==> config.mk <==
export PLATFORM = sky130hd
export DESIGN_NAME = nec_ir_frame_decoder_unit
export DESIGN_NICKNAME = d
export VERILOG_FILES = /design/src/design/necir_pkg.sv /design/src/design/necir_hist.sv /design/src/design/necir_range.sv /design/src/design/necir_seq.sv /design/src/design/nec_ir_frame_decoder_unit.sv
export SDC_FILE = /design/constraint.sdc
export NUM_CORES = 2
export LEC_CHECK = 0
export BUFFER_PORTS_ARGS = -buffer_cell sky130_fd_sc_hd__buf_2
export CAP_MARGIN = 15
export CORE_MARGIN = 8
export CORE_UTILIZATION = 56
export DETAILED_ROUTE_END_ITERATION = 7
export GPL_TIMING_DRIVEN = 1
export PLACE_DENSITY = 0.76
export RECOVER_POWER = 50
export SLEW_MARGIN = 10
export SYNTH_ARGS = -nofsm -noshare
export SYNTH_HDL_FRONTEND = slang
export SYNTH_HIERARCHICAL = 1
export SYNTH_SLANG_ARGS = --single-unit
export TNS_END_PERCENT = 30
==> constraint.sdc <==
create_clock -name i_clk -period 14.9 [get_ports i_clk]
set_input_delay 0.745 -clock i_clk [delete_from_list [all_inputs] [get_ports i_clk]]
set_output_delay 0.745 -clock i_clk [all_outputs]
set_load 0.01 [all_outputs]
==> src/design/necir_pkg.sv <==
package necir_pkg;

    // Fixed field widths of the request and result items.
    localparam int unsigned DURATION_IN_W = 24;
    localparam int unsigned NOW_W         = 32;
    localparam int unsigned BYTE_W        = 8;
    localparam int unsigned REPEAT_W      = 32;
    localparam int unsigned TPU_W         = 8;
    localparam int unsigned WINDOW_W      = 16;
    localparam int unsigned CFG_DATA_W    = 16;
    localparam int unsigned CFG_INDEX_W   = 1;

    // Frame layout: leader mark, leader space, 32 bit pairs, trailing mark.
    localparam int unsigned FRAME_SPAN = 67;
    localparam int unsigned FRAME_BITS = 32;
    localparam int unsigned BIT_IDX_W  = 5;
    localparam int unsigned NOMINAL_W  = 14;
    localparam int unsigned PRODUCT_W  = NOMINAL_W + TPU_W;

    localparam logic [TPU_W-1:0]    TPU_RESET    = 8'd84;
    localparam logic [WINDOW_W-1:0] WINDOW_RESET = 16'd250;

    localparam logic [CFG_INDEX_W-1:0] CFG_TICKS_PER_US  = 1'd0;
    localparam logic [CFG_INDEX_W-1:0] CFG_REPEAT_WINDOW = 1'd1;

    typedef struct packed {
        logic [DURATION_IN_W-1:0] duration;
        logic                     mark_ended;
        logic [NOW_W-1:0]         now_ms;
    } t_in_item;

    typedef struct packed {
        logic [BYTE_W-1:0]   address;
        logic [BYTE_W-1:0]   command;
        logic [REPEAT_W-1:0] rpt_total;
    } t_out_item;

    typedef struct packed {
        logic wr_en;
        logic rd_en;
    } t_hist_ctl;

    typedef enum logic [2:0] {
        NOM_560,
        NOM_1690,
        NOM_2250,
        NOM_4500,
        NOM_9000
    } t_nominal;

    typedef enum logic [3:0] {
        S_IDLE,
        S_NEW,
        S_R2,
        S_R1,
        S_WIN,
        S_L1,
        S_L2,
        S_BM,
        S_BS,
        S_BS1,
        S_INV,
        S_EMIT
    } t_state;

    // Lower bound of a nominal length in microseconds (nominal minus a fifth).
    function automatic logic [NOMINAL_W-1:0] nominal_lo(input t_nominal nom);
        logic [NOMINAL_W-1:0] v;
        unique case (nom)
            NOM_560:  v = 14'd448;
            NOM_1690: v = 14'd1352;
            NOM_2250: v = 14'd1800;
            NOM_4500: v = 14'd3600;
            NOM_9000: v = 14'd7200;
            default:  v = '0;
        endcase
        return v;
    endfunction

    // Upper bound of a nominal length in microseconds (nominal plus a fifth).
    function automatic logic [NOMINAL_W-1:0] nominal_hi(input t_nominal nom);
        logic [NOMINAL_W-1:0] v;
        unique case (nom)
            NOM_560:  v = 14'd672;
            NOM_1690: v = 14'd2028;
            NOM_2250: v = 14'd2700;
            NOM_4500: v = 14'd5400;
            NOM_9000: v = 14'd10800;
            default:  v = '0;
        endcase
        return v;
    endfunction

endpackage

==> src/design/necir_hist.sv <==
module necir_hist #(
    parameter int unsigned HISTORY_DEPTH = 67,
    parameter int unsigned DURATION_BITS = 24
) (
    input  logic                             i_clk,
    input  logic                             i_rst_n,
    input  necir_pkg::t_hist_ctl             i_ctl,
    input  logic [DURATION_BITS-1:0]         i_wr_data,
    input  logic [$clog2(HISTORY_DEPTH)-1:0] i_rd_k,
    output logic [DURATION_BITS-1:0]         o_rd_data
);
    import necir_pkg::*;

    localparam int unsigned KW = $clog2(HISTORY_DEPTH);

    logic [DURATION_BITS-1:0] r_mem [HISTORY_DEPTH];
    logic [HISTORY_DEPTH-1:0] r_valid;
    logic [KW-1:0]            r_head;
    logic [DURATION_BITS-1:0] r_rdata;
    logic                     r_rvalid;
    logic [KW:0]              idx_sum;
    logic [KW-1:0]            rd_idx;

    // Entry k back from the newest sits at head - 1 - k, modulo the depth.
    always_comb begin
        idx_sum = (KW+1)'(r_head) + (KW+1)'(HISTORY_DEPTH - 1) - (KW+1)'(i_rd_k);
        if (idx_sum >= (KW+1)'(HISTORY_DEPTH)) begin
            rd_idx = KW'(idx_sum - (KW+1)'(HISTORY_DEPTH));
        end else begin
            rd_idx = KW'(idx_sum);
        end
    end

    always_ff @(posedge i_clk) begin
        if (i_ctl.wr_en) begin
            r_mem[r_head] <= i_wr_data;
        end
        if (i_ctl.rd_en) begin
            r_rdata <= r_mem[rd_idx];
        end
    end

    always_ff @(posedge i_clk) begin
        if (!i_rst_n) begin
            r_valid  <= '0;
            r_head   <= '0;
            r_rvalid <= 1'b0;
        end else begin
            if (i_ctl.wr_en) begin
                r_valid[r_head] <= 1'b1;
                if (r_head == KW'(HISTORY_DEPTH - 1)) begin
                    r_head <= '0;
                end else begin
                    r_head <= r_head + 1'b1;
                end
            end
            if (i_ctl.rd_en) begin
                r_rvalid <= r_valid[rd_idx];
            end
        end
    end

    // Entries not yet written since reset read as zero.
    assign o_rd_data = r_rvalid ? r_rdata : '0;

    a_head_in_range: assert property (@(posedge i_clk) disable iff (!i_rst_n)
        r_head < KW'(HISTORY_DEPTH))
        else $error("history head out of range");

    a_head_steps: assert property (@(posedge i_clk) disable iff (!i_rst_n)
        i_ctl.wr_en && r_head != KW'(HISTORY_DEPTH - 1) |=> r_head == $past(r_head) + 1'b1)
        else $error("history head did not advance on a write");

    a_head_wraps: assert property (@(posedge i_clk) disable iff (!i_rst_n)
        i_ctl.wr_en && r_head == KW'(HISTORY_DEPTH - 1) |=> r_head == '0)
        else $error("history head did not wrap");

endmodule

==> src/design/necir_range.sv <==
module necir_range #(
    parameter int unsigned DURATION_BITS = 24
) (
    input  logic [necir_pkg::TPU_W-1:0] i_tpu,
    input  necir_pkg::t_nominal         i_nominal,
    input  logic [DURATION_BITS-1:0]    i_duration,
    output logic                        o_match
);
    import necir_pkg::*;

    logic [PRODUCT_W-1:0] lo_ticks;
    logic [PRODUCT_W-1:0] hi_ticks;

    // Both bounds are small constants scaled by the tick rate.
    assign lo_ticks = PRODUCT_W'(nominal_lo(i_nominal)) * PRODUCT_W'(i_tpu);
    assign hi_ticks = PRODUCT_W'(nominal_hi(i_nominal)) * PRODUCT_W'(i_tpu);

    assign o_match = (32'(lo_ticks) <= 32'(i_duration)) && (32'(i_duration) <= 32'(hi_ticks));

endmodule

==> src/design/necir_seq.sv <==
module necir_seq #(
    parameter int unsigned HISTORY_DEPTH = 67,
    parameter int unsigned DURATION_BITS = 24
) (
    input  logic                             i_clk,
    input  logic                             i_rst_n,
    input  logic [necir_pkg::TPU_W-1:0]      i_tpu,
    input  logic [necir_pkg::WINDOW_W-1:0]   i_window,
    input  logic                             i_in_valid,
    output logic                             o_in_stall,
    input  necir_pkg::t_in_item              i_in_item,
    output necir_pkg::t_hist_ctl             o_hist_ctl,
    output logic [DURATION_BITS-1:0]         o_hist_wr_data,
    output logic [$clog2(HISTORY_DEPTH)-1:0] o_hist_rd_k,
    input  logic [DURATION_BITS-1:0]         i_hist_rd_data,
    output logic                             o_res_valid,
    input  logic                             i_res_ready,
    output necir_pkg::t_out_item             o_res
);
    import necir_pkg::*;

    localparam int unsigned KW = $clog2(HISTORY_DEPTH);
    localparam logic [32:0] SAT_MAX = (33'd1 << DURATION_BITS) - 33'd1;

    t_state                   r_state, n_state;
    logic [DURATION_BITS-1:0] r_d, n_d;
    logic                     r_mark, n_mark;
    logic [NOW_W-1:0]         r_now, n_now;
    logic [BIT_IDX_W-1:0]     r_i, n_i;
    logic [FRAME_BITS-1:0]    r_bits, n_bits;
    t_out_item                r_res, n_res;
    logic [BYTE_W-1:0]        r_last_addr, n_last_addr;
    logic [BYTE_W-1:0]        r_last_cmd, n_last_cmd;
    logic [REPEAT_W-1:0]      r_reps, n_reps;
    logic [NOW_W-1:0]         r_last_ms, n_last_ms;

    t_nominal                 chk_nom;
    logic                     chk_newest;
    logic [DURATION_BITS-1:0] chk_d;
    logic                     chk_match;
    logic [31:0]              dur_wide;
    logic [31:0]              dur_sat;
    logic [NOW_W-1:0]         gap_ms;
    logic [KW-1:0]            k_space;
    logic [KW-1:0]            k_mark_next;
    logic [BIT_IDX_W-1:0]     i_next;

    necir_range #(
        .DURATION_BITS(DURATION_BITS)
    ) u_range (
        .i_tpu      (i_tpu),
        .i_nominal  (chk_nom),
        .i_duration (chk_d),
        .o_match    (chk_match)
    );

    assign chk_d = chk_newest ? r_d : i_hist_rd_data;

    assign dur_wide = 32'(i_in_item.duration);
    assign dur_sat  = (dur_wide > SAT_MAX[31:0]) ? SAT_MAX[31:0] : dur_wide;

    assign gap_ms = r_now - r_last_ms;

    // Bit i has its mark at FRAME_SPAN-3-2i and its space one entry newer.
    assign i_next      = r_i + 1'b1;
    assign k_space     = KW'(FRAME_SPAN - 4) - KW'({r_i, 1'b0});
    assign k_mark_next = KW'(FRAME_SPAN - 3) - KW'({i_next, 1'b0});

    assign o_in_stall  = (r_state != S_IDLE);
    assign o_res_valid = (r_state == S_EMIT);
    assign o_res       = r_res;

    always_comb begin
        n_state     = r_state;
        n_d         = r_d;
        n_mark      = r_mark;
        n_now       = r_now;
        n_i         = r_i;
        n_bits      = r_bits;
        n_res       = r_res;
        n_last_addr = r_last_addr;
        n_last_cmd  = r_last_cmd;
        n_reps      = r_reps;
        n_last_ms   = r_last_ms;
        o_hist_ctl  = '0;
        o_hist_rd_k = '0;
        chk_nom     = NOM_560;
        chk_newest  = 1'b0;
        o_hist_wr_data = dur_sat[DURATION_BITS-1:0];

        unique case (r_state)
            S_IDLE: begin
                if (i_in_valid) begin
                    o_hist_ctl.wr_en = 1'b1;
                    n_d     = dur_sat[DURATION_BITS-1:0];
                    n_mark  = i_in_item.mark_ended;
                    n_now   = i_in_item.now_ms;
                    n_state = S_NEW;
                end
            end
            S_NEW: begin
                chk_newest = 1'b1;
                if (r_mark && chk_match) begin
                    o_hist_ctl.rd_en = 1'b1;
                    o_hist_rd_k      = KW'(2);
                    n_state          = S_R2;
                end else begin
                    n_state = S_IDLE;
                end
            end
            S_R2: begin
                chk_nom          = NOM_9000;
                o_hist_ctl.rd_en = 1'b1;
                if (chk_match) begin
                    o_hist_rd_k = KW'(1);
                    n_state     = S_R1;
                end else begin
                    o_hist_rd_k = KW'(FRAME_SPAN - 1);
                    n_state     = S_L1;
                end
            end
            S_R1: begin
                chk_nom = NOM_2250;
                if (chk_match) begin
                    n_state = S_WIN;
                end else begin
                    o_hist_ctl.rd_en = 1'b1;
                    o_hist_rd_k      = KW'(FRAME_SPAN - 1);
                    n_state          = S_L1;
                end
            end
            S_WIN: begin
                // A repeat outside the window ends the request without a full-frame try.
                if (gap_ms <= NOW_W'(i_window)) begin
                    n_res.address   = r_last_addr;
                    n_res.command   = r_last_cmd;
                    n_res.rpt_total = r_reps + 1'b1;
                    n_state         = S_EMIT;
                end else begin
                    n_state = S_IDLE;
                end
            end
            S_L1: begin
                chk_nom = NOM_9000;
                if (chk_match) begin
                    o_hist_ctl.rd_en = 1'b1;
                    o_hist_rd_k      = KW'(FRAME_SPAN - 2);
                    n_state          = S_L2;
                end else begin
                    n_state = S_IDLE;
                end
            end
            S_L2: begin
                chk_nom = NOM_4500;
                if (chk_match) begin
                    o_hist_ctl.rd_en = 1'b1;
                    o_hist_rd_k      = KW'(FRAME_SPAN - 3);
                    n_i              = '0;
                    n_state          = S_BM;
                end else begin
                    n_state = S_IDLE;
                end
            end
            S_BM: begin
                if (chk_match) begin
                    o_hist_ctl.rd_en = 1'b1;
                    o_hist_rd_k      = k_space;
                    n_state          = S_BS;
                end else begin
                    n_state = S_IDLE;
                end
            end
            S_BS, S_BS1: begin
                // A short space is a zero; otherwise the held entry is tried as a one.
                chk_nom = (r_state == S_BS) ? NOM_560 : NOM_1690;
                if (chk_match) begin
                    n_bits = {(r_state == S_BS1), r_bits[FRAME_BITS-1:1]};
                    if (r_i == BIT_IDX_W'(FRAME_BITS - 1)) begin
                        n_state = S_INV;
                    end else begin
                        n_i              = i_next;
                        o_hist_ctl.rd_en = 1'b1;
                        o_hist_rd_k      = k_mark_next;
                        n_state          = S_BM;
                    end
                end else if (r_state == S_BS) begin
                    n_state = S_BS1;
                end else begin
                    n_state = S_IDLE;
                end
            end
            S_INV: begin
                if ((r_bits[7:0] == ~r_bits[15:8]) && (r_bits[23:16] == ~r_bits[31:24])) begin
                    n_res.address   = r_bits[7:0];
                    n_res.command   = r_bits[23:16];
                    n_res.rpt_total = '0;
                    n_state         = S_EMIT;
                end else begin
                    n_state = S_IDLE;
                end
            end
            S_EMIT: begin
                if (i_res_ready) begin
                    n_last_addr = r_res.address;
                    n_last_cmd  = r_res.command;
                    n_reps      = r_res.rpt_total;
                    n_last_ms   = r_now;
                    n_state     = S_IDLE;
                end
            end
            default: begin
                n_state = S_IDLE;
            end
        endcase
    end

    always_ff @(posedge i_clk) begin
        if (!i_rst_n) begin
            r_state     <= S_IDLE;
            r_last_addr <= '0;
            r_last_cmd  <= '0;
            r_reps      <= '0;
            r_last_ms   <= '0;
            r_i         <= '0;
        end else begin
            r_state     <= n_state;
            r_last_addr <= n_last_addr;
            r_last_cmd  <= n_last_cmd;
            r_reps      <= n_reps;
            r_last_ms   <= n_last_ms;
            r_i         <= n_i;
        end
    end

    always_ff @(posedge i_clk) begin
        r_d    <= n_d;
        r_mark <= n_mark;
        r_now  <= n_now;
        r_bits <= n_bits;
        r_res  <= n_res;
    end

    a_accept_starts: assert property (@(posedge i_clk) disable iff (!i_rst_n)
        i_in_valid && !o_in_stall |=> r_state == S_NEW)
        else $error("accepted request did not start a check");

    a_long_space_from_short: assert property (@(posedge i_clk) disable iff (!i_rst_n)
        r_state == S_BS1 |-> $past(r_state) == S_BS)
        else $error("second space check without a first");

    a_repeat_count: assert property (@(posedge i_clk) disable iff (!i_rst_n)
        r_state == S_WIN && n_state == S_EMIT |=> r_res.rpt_total == $past(r_reps) + 1'b1)
        else $error("repeat count not one above the stored count");

    a_emit_done: assert property (@(posedge i_clk) disable iff (!i_rst_n)
        r_state == S_EMIT && i_res_ready |=> r_state == S_IDLE && r_reps == $past(r_res.rpt_total))
        else $error("result handoff did not update the frame state");

endmodule

==> src/design/nec_ir_frame_decoder_unit.sv <==
// NEC infrared frame decoder. Each request carries the length of one level
// from the IR receiver in timer ticks, a flag telling whether a mark ended,
// and a millisecond timestamp; the length is stored in a window of the last
// HISTORY_DEPTH lengths. A mark near 560 us that completes a repeat frame
// within the repeat window gives the last address and command with a bumped
// repeat count; one that completes a valid full frame gives its address and
// command with a repeat count of zero. A frame that passes the inversion check
// always has sixteen one bits. The checks run one after another on the single
// range comparator, which checks one stored length per cycle, and a space that
// is not a zero bit needs a second compare. The input stalls from acceptance
// until the block is back in idle. A result waits in the output register while
// the next request is worked on.
module nec_ir_frame_decoder_unit #(
    parameter int unsigned HISTORY_DEPTH = 67,
    parameter int unsigned DURATION_BITS = 24
) (
    input  logic                             i_clk,
    input  logic                             i_rst_n,
    input  logic                             i_cfg_we,
    input  logic [necir_pkg::CFG_INDEX_W-1:0] i_cfg_index,
    input  logic [necir_pkg::CFG_DATA_W-1:0] i_cfg_data,
    input  logic                             i_in_valid,
    output logic                             o_in_stall,
    input  necir_pkg::t_in_item              i_in_item,
    output logic                             o_out_valid,
    input  logic                             i_out_stall,
    output necir_pkg::t_out_item             o_out_item
);
    import necir_pkg::*;

    localparam int unsigned KW = $clog2(HISTORY_DEPTH);

    logic [TPU_W-1:0]         r_tpu;
    logic [WINDOW_W-1:0]      r_window;
    logic                     r_out_valid;
    t_out_item                r_out_item;

    t_hist_ctl                hist_ctl;
    logic [DURATION_BITS-1:0] hist_wr_data;
    logic [KW-1:0]            hist_rd_k;
    logic [DURATION_BITS-1:0] hist_rd_data;
    logic                     res_valid;
    logic                     res_ready;
    t_out_item                res;

    always_ff @(posedge i_clk) begin
        if (!i_rst_n) begin
            r_tpu    <= TPU_RESET;
            r_window <= WINDOW_RESET;
        end else if (i_cfg_we) begin
            unique case (i_cfg_index)
                CFG_TICKS_PER_US:  r_tpu    <= i_cfg_data[TPU_W-1:0];
                CFG_REPEAT_WINDOW: r_window <= i_cfg_data[WINDOW_W-1:0];
                default: ;
            endcase
        end
    end

    necir_hist #(
        .HISTORY_DEPTH(HISTORY_DEPTH),
        .DURATION_BITS(DURATION_BITS)
    ) u_hist (
        .i_clk     (i_clk),
        .i_rst_n   (i_rst_n),
        .i_ctl     (hist_ctl),
        .i_wr_data (hist_wr_data),
        .i_rd_k    (hist_rd_k),
        .o_rd_data (hist_rd_data)
    );

    necir_seq #(
        .HISTORY_DEPTH(HISTORY_DEPTH),
        .DURATION_BITS(DURATION_BITS)
    ) u_seq (
        .i_clk          (i_clk),
        .i_rst_n        (i_rst_n),
        .i_tpu          (r_tpu),
        .i_window       (r_window),
        .i_in_valid     (i_in_valid),
        .o_in_stall     (o_in_stall),
        .i_in_item      (i_in_item),
        .o_hist_ctl     (hist_ctl),
        .o_hist_wr_data (hist_wr_data),
        .o_hist_rd_k    (hist_rd_k),
        .i_hist_rd_data (hist_rd_data),
        .o_res_valid    (res_valid),
        .i_res_ready    (res_ready),
        .o_res          (res)
    );

    // The output register takes a new result when empty or being drained.
    assign res_ready = !r_out_valid || !i_out_stall;

    always_ff @(posedge i_clk) begin
        if (!i_rst_n) begin
            r_out_valid <= 1'b0;
        end else if (res_ready) begin
            r_out_valid <= res_valid;
        end
    end

    always_ff @(posedge i_clk) begin
        if (res_ready && res_valid) begin
            r_out_item <= res;
        end
    end

    assign o_out_valid = r_out_valid;
    assign o_out_item  = r_out_item;

endmodule

After elaboration in Yosys (flattened, before gate mapping)
Memory sizes are Yosys's and may differ from the RTL's. A register that Yosys moved wholly into a read port is not among the register bits. Cells that the tools add are included.

Flip-flop bits (word level): 374. RAM bits: 1608. Bits of input ports: 79. Output and inout port bits: 50. Logic and storage cells: 150. Memories kept: 1.

$add $sub $neg: 9. Multipliers: 2. Order comparisons: 8. Equal/unequal tests: 26. Mux-type cells: 54. Bitwise logic cells: 4. Reductions and logical operators: 24.

Memories: u_hist.r_mem (words 67, bits a word 24, read ports 1, clocked after memory_dff 1, write ports 1, RTL line necir_hist.sv:16) `logic [DURATION_BITS-1:0] r_mem [HISTORY_DEPTH];`.

Operators with widths (number): 48-bit 2-to-1 mux (2); 48-bit case mux with 2 select lines (1); 24-bit 2-to-1 mux (3); 14-bit case mux with 5 select lines (1); 67-bit bitwise OR (1); 13-bit case mux with 5 select lines (1); 7-bit 2-to-1 mux (9); 7-bit case mux with 7 select lines (1); 4-bit case mux with 11 select lines (1); 32-bit by 1-bit adder with 32-bit output, second input constant (1); 32-bit by 16-bit <= comparator with 1-bit output (1); 4-bit 2-to-1 mux (8); 32-bit subtractor (1); 24-bit > comparator, second input constant (1); 22-bit by 24-bit <= comparator with 1-bit output (1); 24-bit by 22-bit <= comparator with 1-bit output (1); 14-bit by 8-bit multiplier with 22-bit output (1); 13-bit by 8-bit multiplier with 21-bit output (1); 4-bit by 3-bit == test with 1-bit output, second input constant (4); 4-bit == test, second input constant (4); 8-bit == test (2); 7-bit by 8-bit less-than comparator with 1-bit output, second input constant (2); 8-bit NOT (2); 5-bit 2-to-1 mux (3); other kinds (39) (74).

Logic depth before layout (Yosys ltp)
Depth in word-level cells: 16. Gate-level depth with buffers: 58. Mapped depth without buffers: 51.

Modules after synthesis
Netlist, hierarchy kept.

Modules (own cells, without submodules): necir_hist (instances 1, cells an instance 4341, area each 67701.2 um^2, seq. area each 50508.4 um^2); necir_seq (instances 1, cells an instance 1236, area each 11808.8 um^2, seq. area each 5895.7 um^2); necir_range (instances 1, cells an instance 807, area each 6652.6 um^2, seq. area each 0.0 um^2); nec_ir_frame_decoder_unit (instances 1, cells an instance 162, area each 2511.2 um^2, seq. area each 1941.9 um^2).

Worst setup path after synthesis
OpenSTA, ideal clock, no wires.

Kind: register to register. Start: reg u_seq.r_state[1]. End: reg u_hist.r_rdata[2], read port of u_hist.r_mem (data pin). Setup time: 255 ps. Data arrival time: 11786 ps. Setup slack: 2859 ps. Stages on the path, launching flop included: 52. Buffers on the path: 8. Cell sequence: dfxtp_1 > or3b_2 > clkbuf_1 > o22ai_1 > buf_2 > nor2b_1 > clkbuf_1 > nand2_1 > fa_1 > inv_1 > fa_1 > fa_1 > inv_1 > fa_1 > inv_1 > ha_1 > and4_1 > a22o_1 > (+16 left out) > ha_1 > inv_1 > fa_1 > buf_2 > nor2b_1 > nand2_1 > o31a_1 > buf_2 > nor3_4 > nor2_8 > buf_6 > buf_2 > buf_2 > a221oi_1 > a31oi_1 > a32oi_1 > o2111ai_1 > a31o_1.

Word-level cells in the longest chain between the ends: 14. Elaborated cells between the ends (all ways): 45.

RTL lines: start: declaration (RTL line necir_seq.sv:25) `t_state r_state, n_state;`; start signal: assignment (RTL line necir_seq.sv:226) `r_state <= n_state;`; 4-bit == test (tied with other cells) (RTL line necir_seq.sv:91, necir_seq.sv:175); 1-bit 2-to-1 mux (tied with other cells) (RTL line necir_seq.sv:175) `chk_nom = (r_state == S_BS) ? NOM_560 : NOM_1690;`; 3-bit case mux with 4 select lines * (RTL line necir_seq.sv:91) `unique case (r_state)`; net u_seq.chk_nom[0] (RTL line necir_seq.sv:37) `t_nominal chk_nom;`; 3-bit == test (tied with other cells) (RTL line necir_pkg.sv:69, necir_pkg.sv:83); 14-bit case mux with 5 select lines / 13-bit case mux with 5 select lines (equally long branches) (RTL line necir_pkg.sv:83, necir_pkg.sv:69); 14-bit by 8-bit multiplier with 22-bit output / 13-bit by 8-bit multiplier with 21-bit output (equally long branches) (RTL line necir_range.sv:16, necir_range.sv:15); 24-bit by 22-bit <= comparator with 1-bit output / 22-bit by 24-bit <= comparator with 1-bit output (equally long branches) (RTL line necir_range.sv:18) `assign o_match = (32'(lo_ticks) <= 32'(i_duration)) && (32'(i_duration) <= 32'(hi_ticks));`; 1-bit logical AND * (RTL line necir_range.sv:18); net u_seq.chk_match (RTL line necir_seq.sv:40) `logic chk_match;`; 1-bit logical AND (RTL line necir_seq.sv:103) `if (r_mark && chk_match) begin`; 2-bit 2-to-1 mux (RTL line necir_seq.sv:103); 7-bit case mux with 7 select lines * (RTL line necir_seq.sv:91); net hist_rd_k[1] (RTL line nec_ir_frame_decoder_unit.sv:40) `logic [KW-1:0] hist_rd_k;`; 8-bit by 7-bit subtractor with 8-bit output * (RTL line necir_hist.sv:26) `idx_sum = (KW+1)'(r_head) + (KW+1)'(HISTORY_DEPTH - 1) - (KW+1)'(i_rd_k);`; 7-bit subtractor / 8-bit by 7-bit >= comparator with 1-bit output (equally long branches) (RTL line necir_hist.sv:28, necir_hist.sv:27); 7-bit 2-to-1 mux * (RTL line necir_hist.sv:27) `if (idx_sum >= (KW+1)'(HISTORY_DEPTH)) begin`; end: declaration (RTL line necir_hist.sv:19) `logic [DURATION_BITS-1:0] r_rdata;`.

The timed path passes the listed nets; every way through them passes the cells marked *. A chain may end at the register's enable or synchronous reset.

Final worst setup path
Start: reg u_seq.r_state[3]. End: reg u_hist.r_rdata[20], read port of u_hist.r_mem (data pin).

The elaborated chain is that of the path after synthesis.

==> run_results.csv <==
group,metric,value,unit
synthesis,ys.flop_type,"edfxtp_1",
final_layout,layout-drive-gt1-share,0.129,
worst_hold_path,hold_path_end,"u_seq/r_now[7]",
final_layout,nFillCells,11430,
clock_network,cts.path.max_buffers,3,
grt,grt_pass1_wl,392000,microns
setup_path,critical_path_arrival,15000,ps
die,die_width,414,microns
timing,finalCriticalPeriod,14470,ps
placement,place_congestion,0.984,
synthesis,syn_nets,6922,
synthesis,synth_edf_count,1817,
synthesis,netlist_instances,6546,
timing,worst_pin_slew,4180,ps
setup_path,path_class,"flip-flop to flip-flop",
placement,portBuffers,128,
setup_path,reg2reg_to,"u_hist/r_rdata[20]",
setup_path,path_max_fanout,34,
synthesis,synth.cell_area,0.0887,sq mm
timing,fmax,69.1,MHz
setup_path,crit_slowest_cell,"or3b_2",
clock_network,h-tree-depth,4,
drt,drtPass1Iterations,6,
timing,drv_slew,1819,
placement,dpl.hpwl,168000,microns
synthesis,synth_cell_type_count,105,
synthesis,ys_warn_count,6,
grt,overflow,0,
final_layout,areaGrowthSynthToFinish,11.5,%
synthesis,syn_area_per_cell,13.5,sq um
timing,hold_viol,0,
setup_path,r2r_slack,430,ps
clock_network,cts_tree,"yes",
drt,num_vias,59715,
die,core_area,0.158,sq mm
worst_hold_path,hold_start,"i_in_item[7]",
clock_network,cts_buffers,193,
grt,grt_max_degree,78,
die,die_y,414,microns
setup_path,worstSetupStartpointType,"flip-flop",
setup_path,timing.rr.start,"u_seq/r_state[3]",
die,fp-row-count,146,
drt,drtIter0Drc,9278,
timing,finalCritPeriodShare,0.971,
worst_hold_path,min_path_type,"input port to flip-flop",
setup_path,cp-end-kind,"flip-flop",
run_status,status,"complete, but fails checks",
drt,wire_per_inst,30.3,microns
flow_run,drv_cap,28,
die,start_util,0.562,
clock_network,cts_root_buf,"clkbuf_16",
final_layout,fin_util,0.626,
setup_path,worst-endpoint-required,15420,ps
synthesis,yosysSeqAreaShare,0.658,
drt,wirelength,272000,microns
grt,grt_pass1_vias,57616,
timing,relSlewSlack,-1.79,
setup_path,startpoint,"u_seq/r_state[3]",
final_layout,layout.nets,7110,
clock_network,insertion_delay,880,ps
die,ios,129,
timing,grt_setup_unrepaired,"yes",
clock_network,clkTransAtPathRegs,60,ps
timing,skew,73.5,ps
run_status,violations,"max-capacitance violations, max-slew violations",
timing,setup_violations,0,
drt,drc,0,
setup_path,crit_cells,50,
grt,grtUsageTotal,0.312,
die,die_area,0.171,sq mm
worst_hold_path,whs_path_depth,1,
setup_path,rr_worst_depth,50,
synthesis,ys_ff_latch,2006,
drt,vias_per_cell,6.65,
synthesis,synth-async-reset-ratio,0,
clock_network,cts_sinks,2006,
setup_path,path_buf_inv,9,
setup_path,slowest_delay,580,ps
setup_path,crit_family,"compound AO/OA/AOI/OAI gates",
grt,antenna_found_initial,16,
drt,antenna_left,0,
==> area by class of cell <==
type,instances,area (sq um),area share
clock buffer,256,5210,0.0527
tap,2072,2590,0.0262
inverter,297,1110,0.0113
sequential,2006,58400,0.590
antenna,13,32.5,0.000329
multi-input combinational,3866,27900,0.282
timing repair buffer,370,2500,0.0253
clock inverter,104,1210,0.0122
==> metal layers <==
metal | part of all wire | wire (microns) | up-vias | GRT usage
li1 | - | - | 24852 | -
met1 | 0.36 | 96800 | 29261 | 0.412
met2 | 0.44 | 121000 | 4635 | 0.473
met3 | 0.14 | 37400 | 961 | 0.0886
met4 | 0.063 | 17100 | 6 | 0.165
met5 | 0.00025 | 67 | - | 0
==> cell usage in the layout, fill, tap and decap left out, drive strengths merged, types with 48 or more instances in the layout <==
| cell | n |
|---|---|
| edfxtp | 1817 |
| nand2 | 1060 |
| clkbuf | 336 |
| inv | 300 |
| buf | 290 |
| nand3 | 266 |
| nor2 | 252 |
| a21oi | 230 |
| mux2i | 210 |
| dfxtp | 189 |
| ha | 187 |
| mux4 | 128 |
| a31oi | 122 |
| o21ai | 112 |
| fa | 110 |
| and2 | 105 |
| nand4 | 95 |
| o22ai | 77 |
| o21a | 74 |
| clkinv | 71 |
| a32oi | 64 |
| nor3 | 61 |
| xor2 | 59 |
| o211ai | 51 |
| mux2 | 50 |
| and3 | 48 |
==> registers in the layout, summed over array words and instances, names as in the netlist, 32 cells and up <==
register         flops
u_seq/r_reps        32
u_seq/r_now         32
u_hist/r_valid      67
u_seq/o_res         48
o_out_item          48
u_hist/r_mem      1608
u_seq/r_last_ms     32
u_seq/r_bits        32
==> cells in the mapped netlist, types with 14 or more instances <==
| cell | number | area [sq um] |
|---|---|---|
| o311ai_0 | 16 | 140 |
| edfxtp_1 | 1817 | 54600 |
| dfxtp_1 | 189 | 3780 |
| buf_4 | 18 | 135 |
| or3_1 | 20 | 125 |
| clkbuf_1 | 203 | 762 |
| a311oi_1 | 26 | 228 |
| a31oi_1 | 122 | 763 |
| mux4_2 | 128 | 2880 |
| buf_2 | 121 | 606 |
| mux2i_1 | 210 | 2100 |
| ha_1 | 187 | 2340 |
| o21ai_0 | 83 | 415 |
| nand2_1 | 1059 | 3980 |
| fa_1 | 110 | 2200 |
| a221oi_1 | 36 | 315 |
| nor2_1 | 246 | 923 |
| a211oi_1 | 23 | 173 |
| nor2b_1 | 26 | 163 |
| o22ai_1 | 77 | 482 |
| buf_1 | 22 | 82.6 |
| a21oi_1 | 221 | 1110 |
| and3_1 | 47 | 294 |
| a32oi_1 | 64 | 561 |
| o21a_1 | 74 | 556 |
| a21o_1 | 34 | 255 |
| mux2_2 | 49 | 552 |
| nor4_1 | 22 | 138 |
| a22oi_1 | 23 | 173 |
| nand3b_1 | 14 | 105 |
| nand4_1 | 95 | 594 |
| o211a_1 | 16 | 160 |
| nand3_1 | 266 | 1330 |
| xnor2_1 | 44 | 385 |
| nand2b_1 | 25 | 156 |
| inv_1 | 295 | 1110 |
| and2_1 | 104 | 651 |
| nor3_1 | 60 | 300 |
| o21ai_1 | 23 | 115 |
| xor2_1 | 59 | 517 |
| o211ai_1 | 44 | 330 |
==> repair_timing <==
item | CTS | global route
setup endpoints to repair | 0 | 25
buffers inserted | 0 | 8
hold buffers | 0 | 0
gates resized for setup | 0 | 14
==> worst max-delay path by stage <==
stage	slack, ps	end
after CTS	130	u_hist/r_rdata[4]
final	430	u_hist/r_rdata[20]
after global placement	360	u_hist/r_rdata[4]
after floorplan	2860	u_hist/r_rdata[2]
after detailed placement	220	u_hist/r_rdata[4]
after global routing	-140	u_hist/r_rdata[20]
==> per-stage QoR <==
step	hold WS, ps	instance area [sq um]	worst slack [ps]	cells	setup TNS (ps)
floorplan	426	88700	2860	6546	0
global placement	433	92500	365	8601	0
detailed placement	434	92500	219	8602	0
CTS	26.0	98900	127	8962	0
global route	50.9	98800	-143	8971	-143
finish	74.6	98900	426	8984	0
==> cells by family (layout without fill, tap and decap cells) <==
kind of cell / count (synthesis) / count (layout) / share of synthesized area
buffers and inverters: 674 / 1027 / 0.0321
AO/OA/AOI/OAI: 1036 / 1036 / 0.0817
adder cells (fa/ha/maj): 297 / 297 / 0.0512
other: 0 / 13 / 0
XOR/XNOR: 103 / 103 / 0.0102
multiplexers: 388 / 388 / 0.0626
AND/OR/NAND/NOR: 2042 / 2042 / 0.104
flip-flops: 2006 / 2006 / 0.658
Power is not shown: default switching activity piles up to over one toggle a cycle in this logic, so the estimate is an artifact.
